$ cat src/rtl/pdc_pkg.sv
// Package for the framed packet receiver: event codes, register indexes,
// CRC-16/CCITT-FALSE constants and the byte-wide CRC update function.
// No dependencies.
package pdc_pkg;

  // Configuration register indexes
  localparam int unsigned CfgIdxW = 2;
  localparam logic [CfgIdxW-1:0] CFG_HEADER_WORD = 2'd0;
  localparam logic [CfgIdxW-1:0] CFG_END_BYTE    = 2'd1;
  localparam logic [CfgIdxW-1:0] CFG_MAX_LENGTH  = 2'd2;
  localparam int unsigned CfgDataW = 16;

  // Reset value of the length limit
  localparam logic [15:0] MAX_LENGTH_RST = 16'd256;

  // Result event codes
  localparam logic [2:0] EV_NONE    = 3'd0;
  localparam logic [2:0] EV_PAYLOAD = 3'd1;
  localparam logic [2:0] EV_ACCEPT  = 3'd2;
  localparam logic [2:0] EV_CRCBAD  = 3'd3;
  localparam logic [2:0] EV_TOOLONG = 3'd4;
  localparam logic [2:0] EV_BADEND  = 3'd5;

  // CRC-16/CCITT-FALSE
  localparam logic [15:0] CRC_INIT = 16'hFFFF;
  localparam logic [15:0] CRC_POLY = 16'h1021;

  // One byte through the CRC, MSB first
  function automatic logic [15:0] crc_feed(input logic [15:0] crc_in,
                                           input logic [7:0]  data);
    logic [15:0] c;
    c = crc_in ^ {data, 8'h00};
    for (int k = 0; k < 8; k++) begin
      if (c[15]) begin
        c = {c[14:0], 1'b0} ^ CRC_POLY;
      end else begin
        c = {c[14:0], 1'b0};
      end
    end
    return c;
  endfunction

endpackage

$ cat src/rtl/packet_deframer_crc16_check.sv
// Framed packet receiver top level: frame state machine, running CRC and
// result register. Depends on pdc_pkg.
//
// Takes one received byte per beat and emits exactly one result beat per byte. The
// frame parser, the CRC-16/CCITT-FALSE update and the verdict all sit between the
// state registers and a single result register, so a byte is accepted every cycle
// and its result is registered; the only thing that stalls input is a
// result still waiting in that register while out_ready_i is low. Frames are:
// header low, header high, command, length low, length high, payload, CRC low,
// CRC high, end byte. The CRC covers command, length bytes and payload. Payload
// bytes are passed on as they arrive; a final event gives accept, CRC mismatch,
// oversize length or bad end byte. Configuration writes
// must only be made while no result is pending.
module packet_deframer_crc16_check (
  input  logic                          clk_i,
  input  logic                          rst_ni,
  // Configuration write port
  input  logic                          cfg_we_i,
  input  logic [pdc_pkg::CfgIdxW-1:0]   cfg_index_i,
  input  logic [pdc_pkg::CfgDataW-1:0]  cfg_data_i,
  // Byte input
  input  logic                          in_valid_i,
  output logic                          in_ready_o,
  input  logic [7:0]                    rx_byte_i,
  // Result output
  output logic                          out_valid_o,
  input  logic                          out_ready_i,
  output logic [2:0]                    event_res_o,
  output logic [7:0]                    payload_byte_o,
  output logic [15:0]                   payload_index_o,
  output logic [7:0]                    frame_cmd_o,
  output logic [15:0]                   frame_length_o
);
  import pdc_pkg::*;

  // Frame phases
  localparam logic [2:0] PH_HUNT1 = 3'd0;
  localparam logic [2:0] PH_HUNT2 = 3'd1;
  localparam logic [2:0] PH_CMD   = 3'd2;
  localparam logic [2:0] PH_LEN   = 3'd3;
  localparam logic [2:0] PH_DATA  = 3'd4;
  localparam logic [2:0] PH_CRC   = 3'd5;
  localparam logic [2:0] PH_END   = 3'd6;

  // Configuration registers
  logic [15:0] header_word_q;
  logic [7:0]  end_byte_q;
  logic [15:0] max_length_q;

  always_ff @(posedge clk_i or negedge rst_ni) begin
    if (!rst_ni) begin
      header_word_q <= '0;
      end_byte_q    <= '0;
      max_length_q  <= MAX_LENGTH_RST;
    end else if (cfg_we_i) begin
      unique case (cfg_index_i)
        CFG_HEADER_WORD: header_word_q <= cfg_data_i[15:0];
        CFG_END_BYTE:    end_byte_q    <= cfg_data_i[7:0];
        CFG_MAX_LENGTH:  max_length_q  <= cfg_data_i[15:0];
        default:         ;
      endcase
    end
  end

  // Frame state
  logic [2:0]  phase_q, phase_d;
  logic [15:0] count_q, count_d;
  logic [15:0] length_q, length_d;
  logic [7:0]  cmd_q, cmd_d;
  logic [15:0] crc_q, crc_d;
  logic [15:0] crc_rx_q, crc_rx_d;

  // Result register
  logic        out_valid_q;
  logic [2:0]  event_q, event_d;
  logic [7:0]  pbyte_q, pbyte_d;
  logic [15:0] pidx_q, pidx_d;
  logic [15:0] flen_q;
  logic [7:0]  fcmd_q;

  logic        in_fire;
  logic [15:0] crc_next;
  logic [15:0] len_full;
  logic [15:0] crc_full;
  logic [15:0] count_inc;

  assign in_ready_o = !out_valid_q || out_ready_i;
  assign in_fire    = in_valid_i && in_ready_o;

  assign crc_next  = crc_feed(crc_q, rx_byte_i);
  assign len_full  = {rx_byte_i, length_q[7:0]};
  assign crc_full  = {rx_byte_i, crc_rx_q[7:0]};
  assign count_inc = count_q + 16'd1;

  // Next-state and result logic for one byte
  always_comb begin
    phase_d  = phase_q;
    count_d  = count_q;
    length_d = length_q;
    cmd_d    = cmd_q;
    crc_d    = crc_q;
    crc_rx_d = crc_rx_q;
    event_d  = EV_NONE;
    pbyte_d  = '0;
    pidx_d   = '0;
    unique case (phase_q)
      PH_HUNT2: begin
        if (rx_byte_i == header_word_q[15:8]) begin
          cmd_d    = '0;
          length_d = '0;
          phase_d  = PH_CMD;
        end else begin
          phase_d = PH_HUNT1;
        end
      end
      PH_CMD: begin
        cmd_d   = rx_byte_i;
        crc_d   = crc_next;
        phase_d = PH_LEN;
      end
      PH_LEN: begin
        crc_d = crc_next;
        if (count_q == 16'd0) begin
          length_d = {length_q[15:8], rx_byte_i};
          count_d  = 16'd1;
        end else begin
          length_d = len_full;
          count_d  = '0;
          if (len_full > max_length_q) begin
            event_d = EV_TOOLONG;
            phase_d = PH_HUNT1;
          end else if (len_full == 16'd0) begin
            phase_d = PH_CRC;
          end else begin
            phase_d = PH_DATA;
          end
        end
      end
      PH_DATA: begin
        crc_d   = crc_next;
        event_d = EV_PAYLOAD;
        pbyte_d = rx_byte_i;
        pidx_d  = count_q;
        if (count_inc == length_q) begin
          count_d = '0;
          phase_d = PH_CRC;
        end else begin
          count_d = count_inc;
        end
      end
      PH_CRC: begin
        if (count_q == 16'd0) begin
          crc_rx_d = {crc_rx_q[15:8], rx_byte_i};
          count_d  = 16'd1;
        end else begin
          crc_rx_d = crc_full;
          count_d  = '0;
          if (crc_full == crc_q) begin
            phase_d = PH_END;
          end else begin
            event_d = EV_CRCBAD;
            phase_d = PH_HUNT1;
          end
        end
      end
      PH_END: begin
        event_d = (rx_byte_i == end_byte_q) ? EV_ACCEPT : EV_BADEND;
        phase_d = PH_HUNT1;
      end
      default: begin
        // hunting for the first header byte (unused code 7 lands here too)
        if (rx_byte_i == header_word_q[7:0]) begin
          count_d  = '0;
          crc_rx_d = '0;
          crc_d    = CRC_INIT;
          phase_d  = PH_HUNT2;
        end else begin
          phase_d = PH_HUNT1;
        end
      end
    endcase
  end

  // State registers, advanced once per accepted byte
  always_ff @(posedge clk_i or negedge rst_ni) begin
    if (!rst_ni) begin
      phase_q  <= PH_HUNT1;
      count_q  <= '0;
      length_q <= '0;
      cmd_q    <= '0;
      crc_q    <= CRC_INIT;
      crc_rx_q <= '0;
    end else if (in_fire) begin
      phase_q  <= phase_d;
      count_q  <= count_d;
      length_q <= length_d;
      cmd_q    <= cmd_d;
      crc_q    <= crc_d;
      crc_rx_q <= crc_rx_d;
    end
  end

  // Result beat valid
  always_ff @(posedge clk_i or negedge rst_ni) begin
    if (!rst_ni) begin
      out_valid_q <= 1'b0;
    end else if (in_fire) begin
      out_valid_q <= 1'b1;
    end else if (out_ready_i) begin
      out_valid_q <= 1'b0;
    end
  end

  // Result payload
  always_ff @(posedge clk_i) begin
    if (in_fire) begin
      event_q <= event_d;
      pbyte_q <= pbyte_d;
      pidx_q  <= pidx_d;
      fcmd_q  <= cmd_d;
      flen_q  <= length_d;
    end
  end

  assign out_valid_o     = out_valid_q;
  assign event_res_o     = event_q;
  assign payload_byte_o  = pbyte_q;
  assign payload_index_o = pidx_q;
  assign frame_cmd_o     = fcmd_q;
  assign frame_length_o  = flen_q;

  // Checks
  a_ready_when_empty: assert property (@(posedge clk_i) disable iff (!rst_ni)
    !out_valid_q |-> in_ready_o)
    else $error("input stalled with empty result register");

  a_data_gives_payload: assert property (@(posedge clk_i) disable iff (!rst_ni)
    (in_fire && phase_q == PH_DATA) |=> (out_valid_q && event_q == EV_PAYLOAD))
    else $error("payload byte did not produce a payload event");

  a_index_in_frame: assert property (@(posedge clk_i) disable iff (!rst_ni)
    (out_valid_q && event_q == EV_PAYLOAD) |-> (pidx_q < flen_q))
    else $error("payload index beyond frame length");

  a_idle_fields_zero: assert property (@(posedge clk_i) disable iff (!rst_ni)
    (out_valid_q && event_q != EV_PAYLOAD) |-> (pbyte_q == 8'd0 && pidx_q == 16'd0))
    else $error("payload fields set on a non-payload event");

  a_event_code: assert property (@(posedge clk_i) disable iff (!rst_ni)
    out_valid_q |-> (event_q <= EV_BADEND))
    else $error("event code out of range");

endmodule

$ cat config.mk
export PLATFORM = sky130hd
export DESIGN_NAME = packet_deframer_crc16_check
export DESIGN_NICKNAME = d
export VERILOG_FILES = /design/src/rtl/pdc_pkg.sv /design/src/rtl/packet_deframer_crc16_check.sv
export SDC_FILE = /design/constraint.sdc
export NUM_CORES = 1
export LEC_CHECK = 0
export ABC_AREA = 1
export BUFFER_PORTS_ARGS = -buffer_cell sky130_fd_sc_hd__buf_2
export CAP_MARGIN = 30
export CORE_AREA = 2 2 122 124
export DETAILED_ROUTE_END_ITERATION = 10
export DIE_AREA = 0 0 124 126
export GPL_TIMING_DRIVEN = 0
export HOLD_SLACK_MARGIN = 0.12
export PLACE_DENSITY = 0.76
export REMOVE_ABC_BUFFERS = 1
export SYNTH_ARGS = -nofsm -noshare
export SYNTH_HDL_FRONTEND = slang
export SYNTH_SLANG_ARGS = --single-unit
$ cat constraint.sdc
create_clock -name clk_i -period 3.74 [get_ports clk_i]
set_input_delay 0.748 -clock clk_i [delete_from_list [all_inputs] [get_ports clk_i]]
set_output_delay 0.748 -clock clk_i [all_outputs]
set_load 0.1 [all_outputs]
After elaboration in Yosys (flattened, before gate mapping)
Index checks and enable logic that the tools add are counted.

word-level totals
  memory bits (read-only) = 0
  flip-flop bits (word level) = 159
  logic and storage cells = 106
  RAM bits = 0
  bits in latches = 0
  memories = 0
  input bits = 31

cells by class
  bitwise operators = 12
  equal/unequal tests = 17
  $add $sub $neg = 1
  shifts and indexed selects = 0
  multiply operators = 0
  div/mod/pow operators = 0
  reductions and logical operators = 22
  muxes and demuxes = 38
  $lt $le $gt $ge = 1

operators by type and width
  cell                   count
  $mux 13                8
  $mux 16                5
  $pmux 16 s2            2
  $pmux 16 s3            1
  $eq 16x16->1           2
  $logic_not 16->1       2
  $pmux 8 s2             2
  $eq 8x8->1             3
  $mux 3                 8
  $not 3->3              8
  $pmux 3 s6             1
  $add 16x1->16 const B  1
  $gt 16x16->1           1
  $mux 8                 2
  $xor 16x16->16         1
  $pmux 3 s4             1
  $eq 3x3->1 const B     3
  $reduce_or 3->1        3
  $ne 2x2->1 const B     4
  $reduce_and 4->1       2
  $eq 3x2->1 const B     2
  $mux 2                 3
  $reduce_and 2->1       3
  $reduce_and 3->1       2
  other kinds (13)       21

Depth between registers and ports, before layout
  depth after elaboration = 18
  mapped depth = 16
  mapped depth without buffers = 16

Worst setup path before layout
Ideal clock, no wire load.

  path type = register to register
  start point = reg out_valid_q (netlist: out_valid_o)
  end point = reg event_q[0] (netlist: event_res_o[0]) (enable)
  cell stages (with the launch flop) = 6
  clock period less this slack = 4.169 ns
  library setup time = 0.434 ns
  data arrival time = 3.735 ns
  buffers on the path = 2
  path slack = -0.429 ns
  cell sequence = dfrtp_1 -> nand2_1 -> nand2_1 -> buf_2 -> inv_1 -> clkbuf_1

between the ends
  word-level cells in the longest chain between the ends = 3

ends and longest elaborated chain
  item                    RTL line                            RTL
  from (decl)             packet_deframer_crc16_check.sv:74   logic out_valid_q;
  from (signal assigned)  packet_deframer_crc16_check.sv:206  out_valid_q <= 1'b0;
  from (signal assigned)  packet_deframer_crc16_check.sv:208  out_valid_q <= 1'b1;
  from (signal assigned)  packet_deframer_crc16_check.sv:210  out_valid_q <= 1'b0;
  $logic_not 1->1         packet_deframer_crc16_check.sv:87   assign in_ready_o = !out_valid_q || out_ready_i;
  $logic_or 1x1->1        packet_deframer_crc16_check.sv:87
  via in_ready_o          packet_deframer_crc16_check.sv:23   output logic in_ready_o,
  $logic_and 1x1->1       packet_deframer_crc16_check.sv:88   assign in_fire = in_valid_i && in_ready_o;
  via in_fire             packet_deframer_crc16_check.sv:81   logic in_fire;
  to (signal assigned)    packet_deframer_crc16_check.sv:217  event_q <= event_d;
  to (decl)               packet_deframer_crc16_check.sv:75   logic [2:0] event_q, event_d;

The timed path passes the listed nets, and every way through them passes these cells.
A chain may end at the register's enable or synchronous reset.

Final worst setup path
  start point = reg count_q[0]
  end point = reg length_q[11]

between the ends
  word-level cells in the longest chain between the ends = 3

ends and longest elaborated chain
  item                    RTL line                            RTL
  from (decl)             packet_deframer_crc16_check.sv:67   logic [15:0] count_q, count_d;
  from (signal assigned)  packet_deframer_crc16_check.sv:195  count_q <= count_d;
  $logic_not 16->1        packet_deframer_crc16_check.sv:123  if (count_q == 16'd0) begin
  $mux 16                 packet_deframer_crc16_check.sv:123
  $pmux 16 s2             packet_deframer_crc16_check.sv:106  unique case (phase_q)
  to (signal assigned)    packet_deframer_crc16_check.sv:196  length_q <= length_d;
  to (decl)               packet_deframer_crc16_check.sv:68   logic [15:0] length_q, length_d;

No other way between the ends.

==> flow_metrics.env <==
export IMPL_status="finished, final reports clean"
export IMPL_syn2layout_area_growth_pct=13.94
export IMPL_worstPathRequired_ns=4.07
export IMPL_first_global_vias=6277
export IMPL_synth_distinct_cells=45
export IMPL_arrival_ns=3.06
export IMPL_wl_met3_um=887
export IMPL_nNetsFinal=1051
export IMPL_synth_edff_count=51
export IMPL_grt_pass1_wl_mm=31.77
export IMPL_grt_overflow_total=0
export IMPL_cts_max_level=4
export IMPL_fmax_ghz=0.3664
export IMPL_setup_tns_final_ns=0
export IMPL_ys_flop_type="dfrtp_1"
export IMPL_max_cap_viol_count=0
export IMPL_cts_hold_buf=0
export IMPL_die_w_um=124
export IMPL_worstSetupPathType="flop to flop"
export IMPL_clock_sinks=159
export IMPL_worst_path_max_fanout=8
export IMPL_ios=84
export IMPL_insertion_delay_ns=0.44
export IMPL_die_y_um=126
export IMPL_hold_viol_final=0
export IMPL_postSynthAreaPerCell_um2=8.934
export IMPL_cts_tree="yes"
export IMPL_place_area_mm2=0.008830
export IMPL_power_density_mw_per_mm2=764.4
export IMPL_cts_resized=0
export IMPL_io_buffers=83
export IMPL_dieArea_mm2=0.01562
export IMPL_worstMarginPinSlew_ns=1.004
export IMPL_relSlewSlack_pct=32.88
export IMPL_holdWs_ns=0.3600
export IMPL_drt_met1_wl_mm=8.820
export IMPL_drc=0
export IMPL_initial_core_util_pct=57.86
export IMPL_postSynthCellCount=927
export IMPL_clockBufferDepth=2
export IMPL_vias_per_cell=5.517
export IMPL_cts_setup_buffers=0
export IMPL_final_max_slew_viol_count=0
export IMPL_clockRootBuffer="clkbuf_16"
export IMPL_nFillCells=1204
export IMPL_wire_per_inst_um=16.21
export IMPL_diodes=0
export IMPL_wirelength_mm=19.43
export IMPL_path_clk_slew_ns=0.06
export IMPL_ir_drop_uv=354.7
export IMPL_antenna_found_initial=0
export IMPL_netlist_area_mm2=0.008282
export IMPL_yosysSeqAreaShare_pct=51.38
export IMPL_startpoint_type="flop"
export IMPL_routed_top_layer="met4"
export IMPL_core_mm2=0.01431
export IMPL_setup_viol=0
export IMPL_leakage_uw=0.004399
export IMPL_seq_area_mm2=0.004255
export IMPL_fin_area_mm2=0.009437
export IMPL_ant_nets=0
export IMPL_async_flop_share_pct=67.92
export IMPL_layout_drive_gt1_share_pct=17.73
export IMPL_finalClockSkew_ns=0.01490
export IMPL_drt_iter0_markers=614
export IMPL_hpwl_mm=13.36
export IMPL_dr_total_vias=6615
export IMPL_gp_congestion=0.9101
export IMPL_design_power_total_uw=7213
export IMPL_rsz0062_at_grt="no"
export IMPL_grt_use_total_pct=26.72
export IMPL_dr_pass1_iters=5
export IMPL_ys_seq_elements=159
export IMPL_finalCritPeriodShare_pct=72.97
export IMPL_rows=44
export IMPL_multiInputGateArea_mm2=0.003390
export IMPL_dr_wl_met2_mm=9.163
export IMPL_fin_crit_ns=2.729
export IMPL_hold_class="primary input to async pin"
export IMPL_grt_max_degree=60
export IMPL_worst_setup_path_end_kind="flop"
export IMPL_cts_buffers=17
export IMPL_yosys_warnings=0
kinds of logic after synthesis:
logic type	count (synthesis)	share of synthesized area, %
AO/OA/AOI/OAI	161	11.83
XOR/XNOR	56	6.270
adder cells (fa/ha/maj)	18	2.719
buffers and inverters	153	7.690
flip-flops	159	51.38
AND/OR/NAND/NOR	380	20.11
area by class of cell:
class | count | area share (%)
sequential | 159 | 45.09
multi-input combinational | 615 | 35.92
timing repair buffer | 86 | 5.224
inverter | 123 | 4.893
clock buffer | 19 | 4.694
tap | 184 | 2.440
clock inverter | 13 | 1.737
power by group:
part	switching [uW]	leakage, uW	internal [uW]
clock network	712	0.000295	1070
registers	378	0.00183	2350
logic	1850	0.00228	854
total	2940	0.00440	4270
critical path, stage by stage, from the launching register on:
cell and delay (ns):
dfrtp_1 0.45, inv_2 0.15, ha_1 0.23, nand4_1 0.11, nor4_1 0.32, nand2_1 0.31
o21ai_1 0.61, a22oi_1 0.20, o21ai_0 0.24
worst paths after layout:
kind / from / endpoint / slack, ns / cells past startpoint
worst max register to register: count_q[0] / length_q[11] / 1.01 / 8
worst max-delay path: count_q[0] / length_q[11] / 1.01 / 8
min in group clk_i: max_length_q[1] / max_length_q[1] / 0.49 / 2
worst min register to register: max_length_q[1] / max_length_q[1] / 0.49 / 2
worst min-delay path: rst_ni / crc_rx_q[5] / 0.36 / 1
max in group asynchronous: rst_ni / max_length_q[8] / 2.60 / 2
cell usage after synthesis (2+ instances only):
library cell  count  area, um2
buf_4             3      22.52
nand4_1          21      131.4
a41oi_1           4      35.03
o21ai_0          67      335.3
ha_1             18      225.2
o22ai_2          10      125.1
nor3_1            6      30.03
xor2_1           13      113.9
inv_1           112      420.4
edfxtp_1         51       1531
nor4_1            4      25.02
inv_2            10      37.54
nor2_1           73      274.0
o21ai_2           2      17.52
a22oi_1          19      142.6
clkbuf_1         11      41.29
nand2_2           4      25.02
nand3_1          44      220.2
nand2_4           2      22.52
nand2_1         205      769.5
a21oi_1          40      200.2
nand3b_1          2      15.01
nor2_4            5      56.30
buf_6             3      33.78
dfrtp_1          91       2277
or2_2             3      18.77
o22ai_1          13      81.33
nor2_2            8      50.05
buf_1             2      7.510
buf_2            10      50.05
dfstp_2          17      446.7
xnor2_1          41      359.1
layout by cell type (no fill, tap or decap), types with 3 or more instances in the layout:
cell       instances
a21oi_1           40
clkinv_4           5
nor3_1             6
nor4_1             4
edfxtp_1          51
o21ai_0           67
dfrtp_1           91
o22ai_1           13
nor2_4             5
a22oi_1           19
bufinv_16          3
nand2_2            4
nand3_1           44
nor2_2             8
or2_2              3
buf_2             82
a41oi_1            4
inv_1            111
clkbuf_16         17
xor2_1            13
nand2_1          205
inv_2             11
o22ai_2           10
xnor2_1           41
nor2_1            73
nand4_1           21
ha_1              18
dfstp_2           17
sequential cells by signal, indices dropped and copies added, names as in the netlist:
register and flops:
count_q 16, crc_q 16, frame_length_o 16, header_word_q 16
length_q 16, max_length_q 16, payload_index_o 16, cmd_q 8
crc_rx_q 8, end_byte_q 8, frame_cmd_o 8, payload_byte_o 8
event_res_o 3, phase_q 3, out_valid_o 1
layer usage:
metal  track usage (%)  vias up
met4             12.56        0
met1             36.71     3124
met3             5.389       48
met5                 0        -
li1                  -     3219
met2             40.85      224
through the flow:
stage,util [%],cells,setup WS [ns]
floorplan,-,897,-0.6246
global placement,61.15,1164,-0.5669
detailed placement,61.69,1167,0.8785
CTS,65.93,1199,1.078
global route,65.93,1199,0.7955
finish,65.93,1199,1.011
Power figures use the tool's default switching activity.
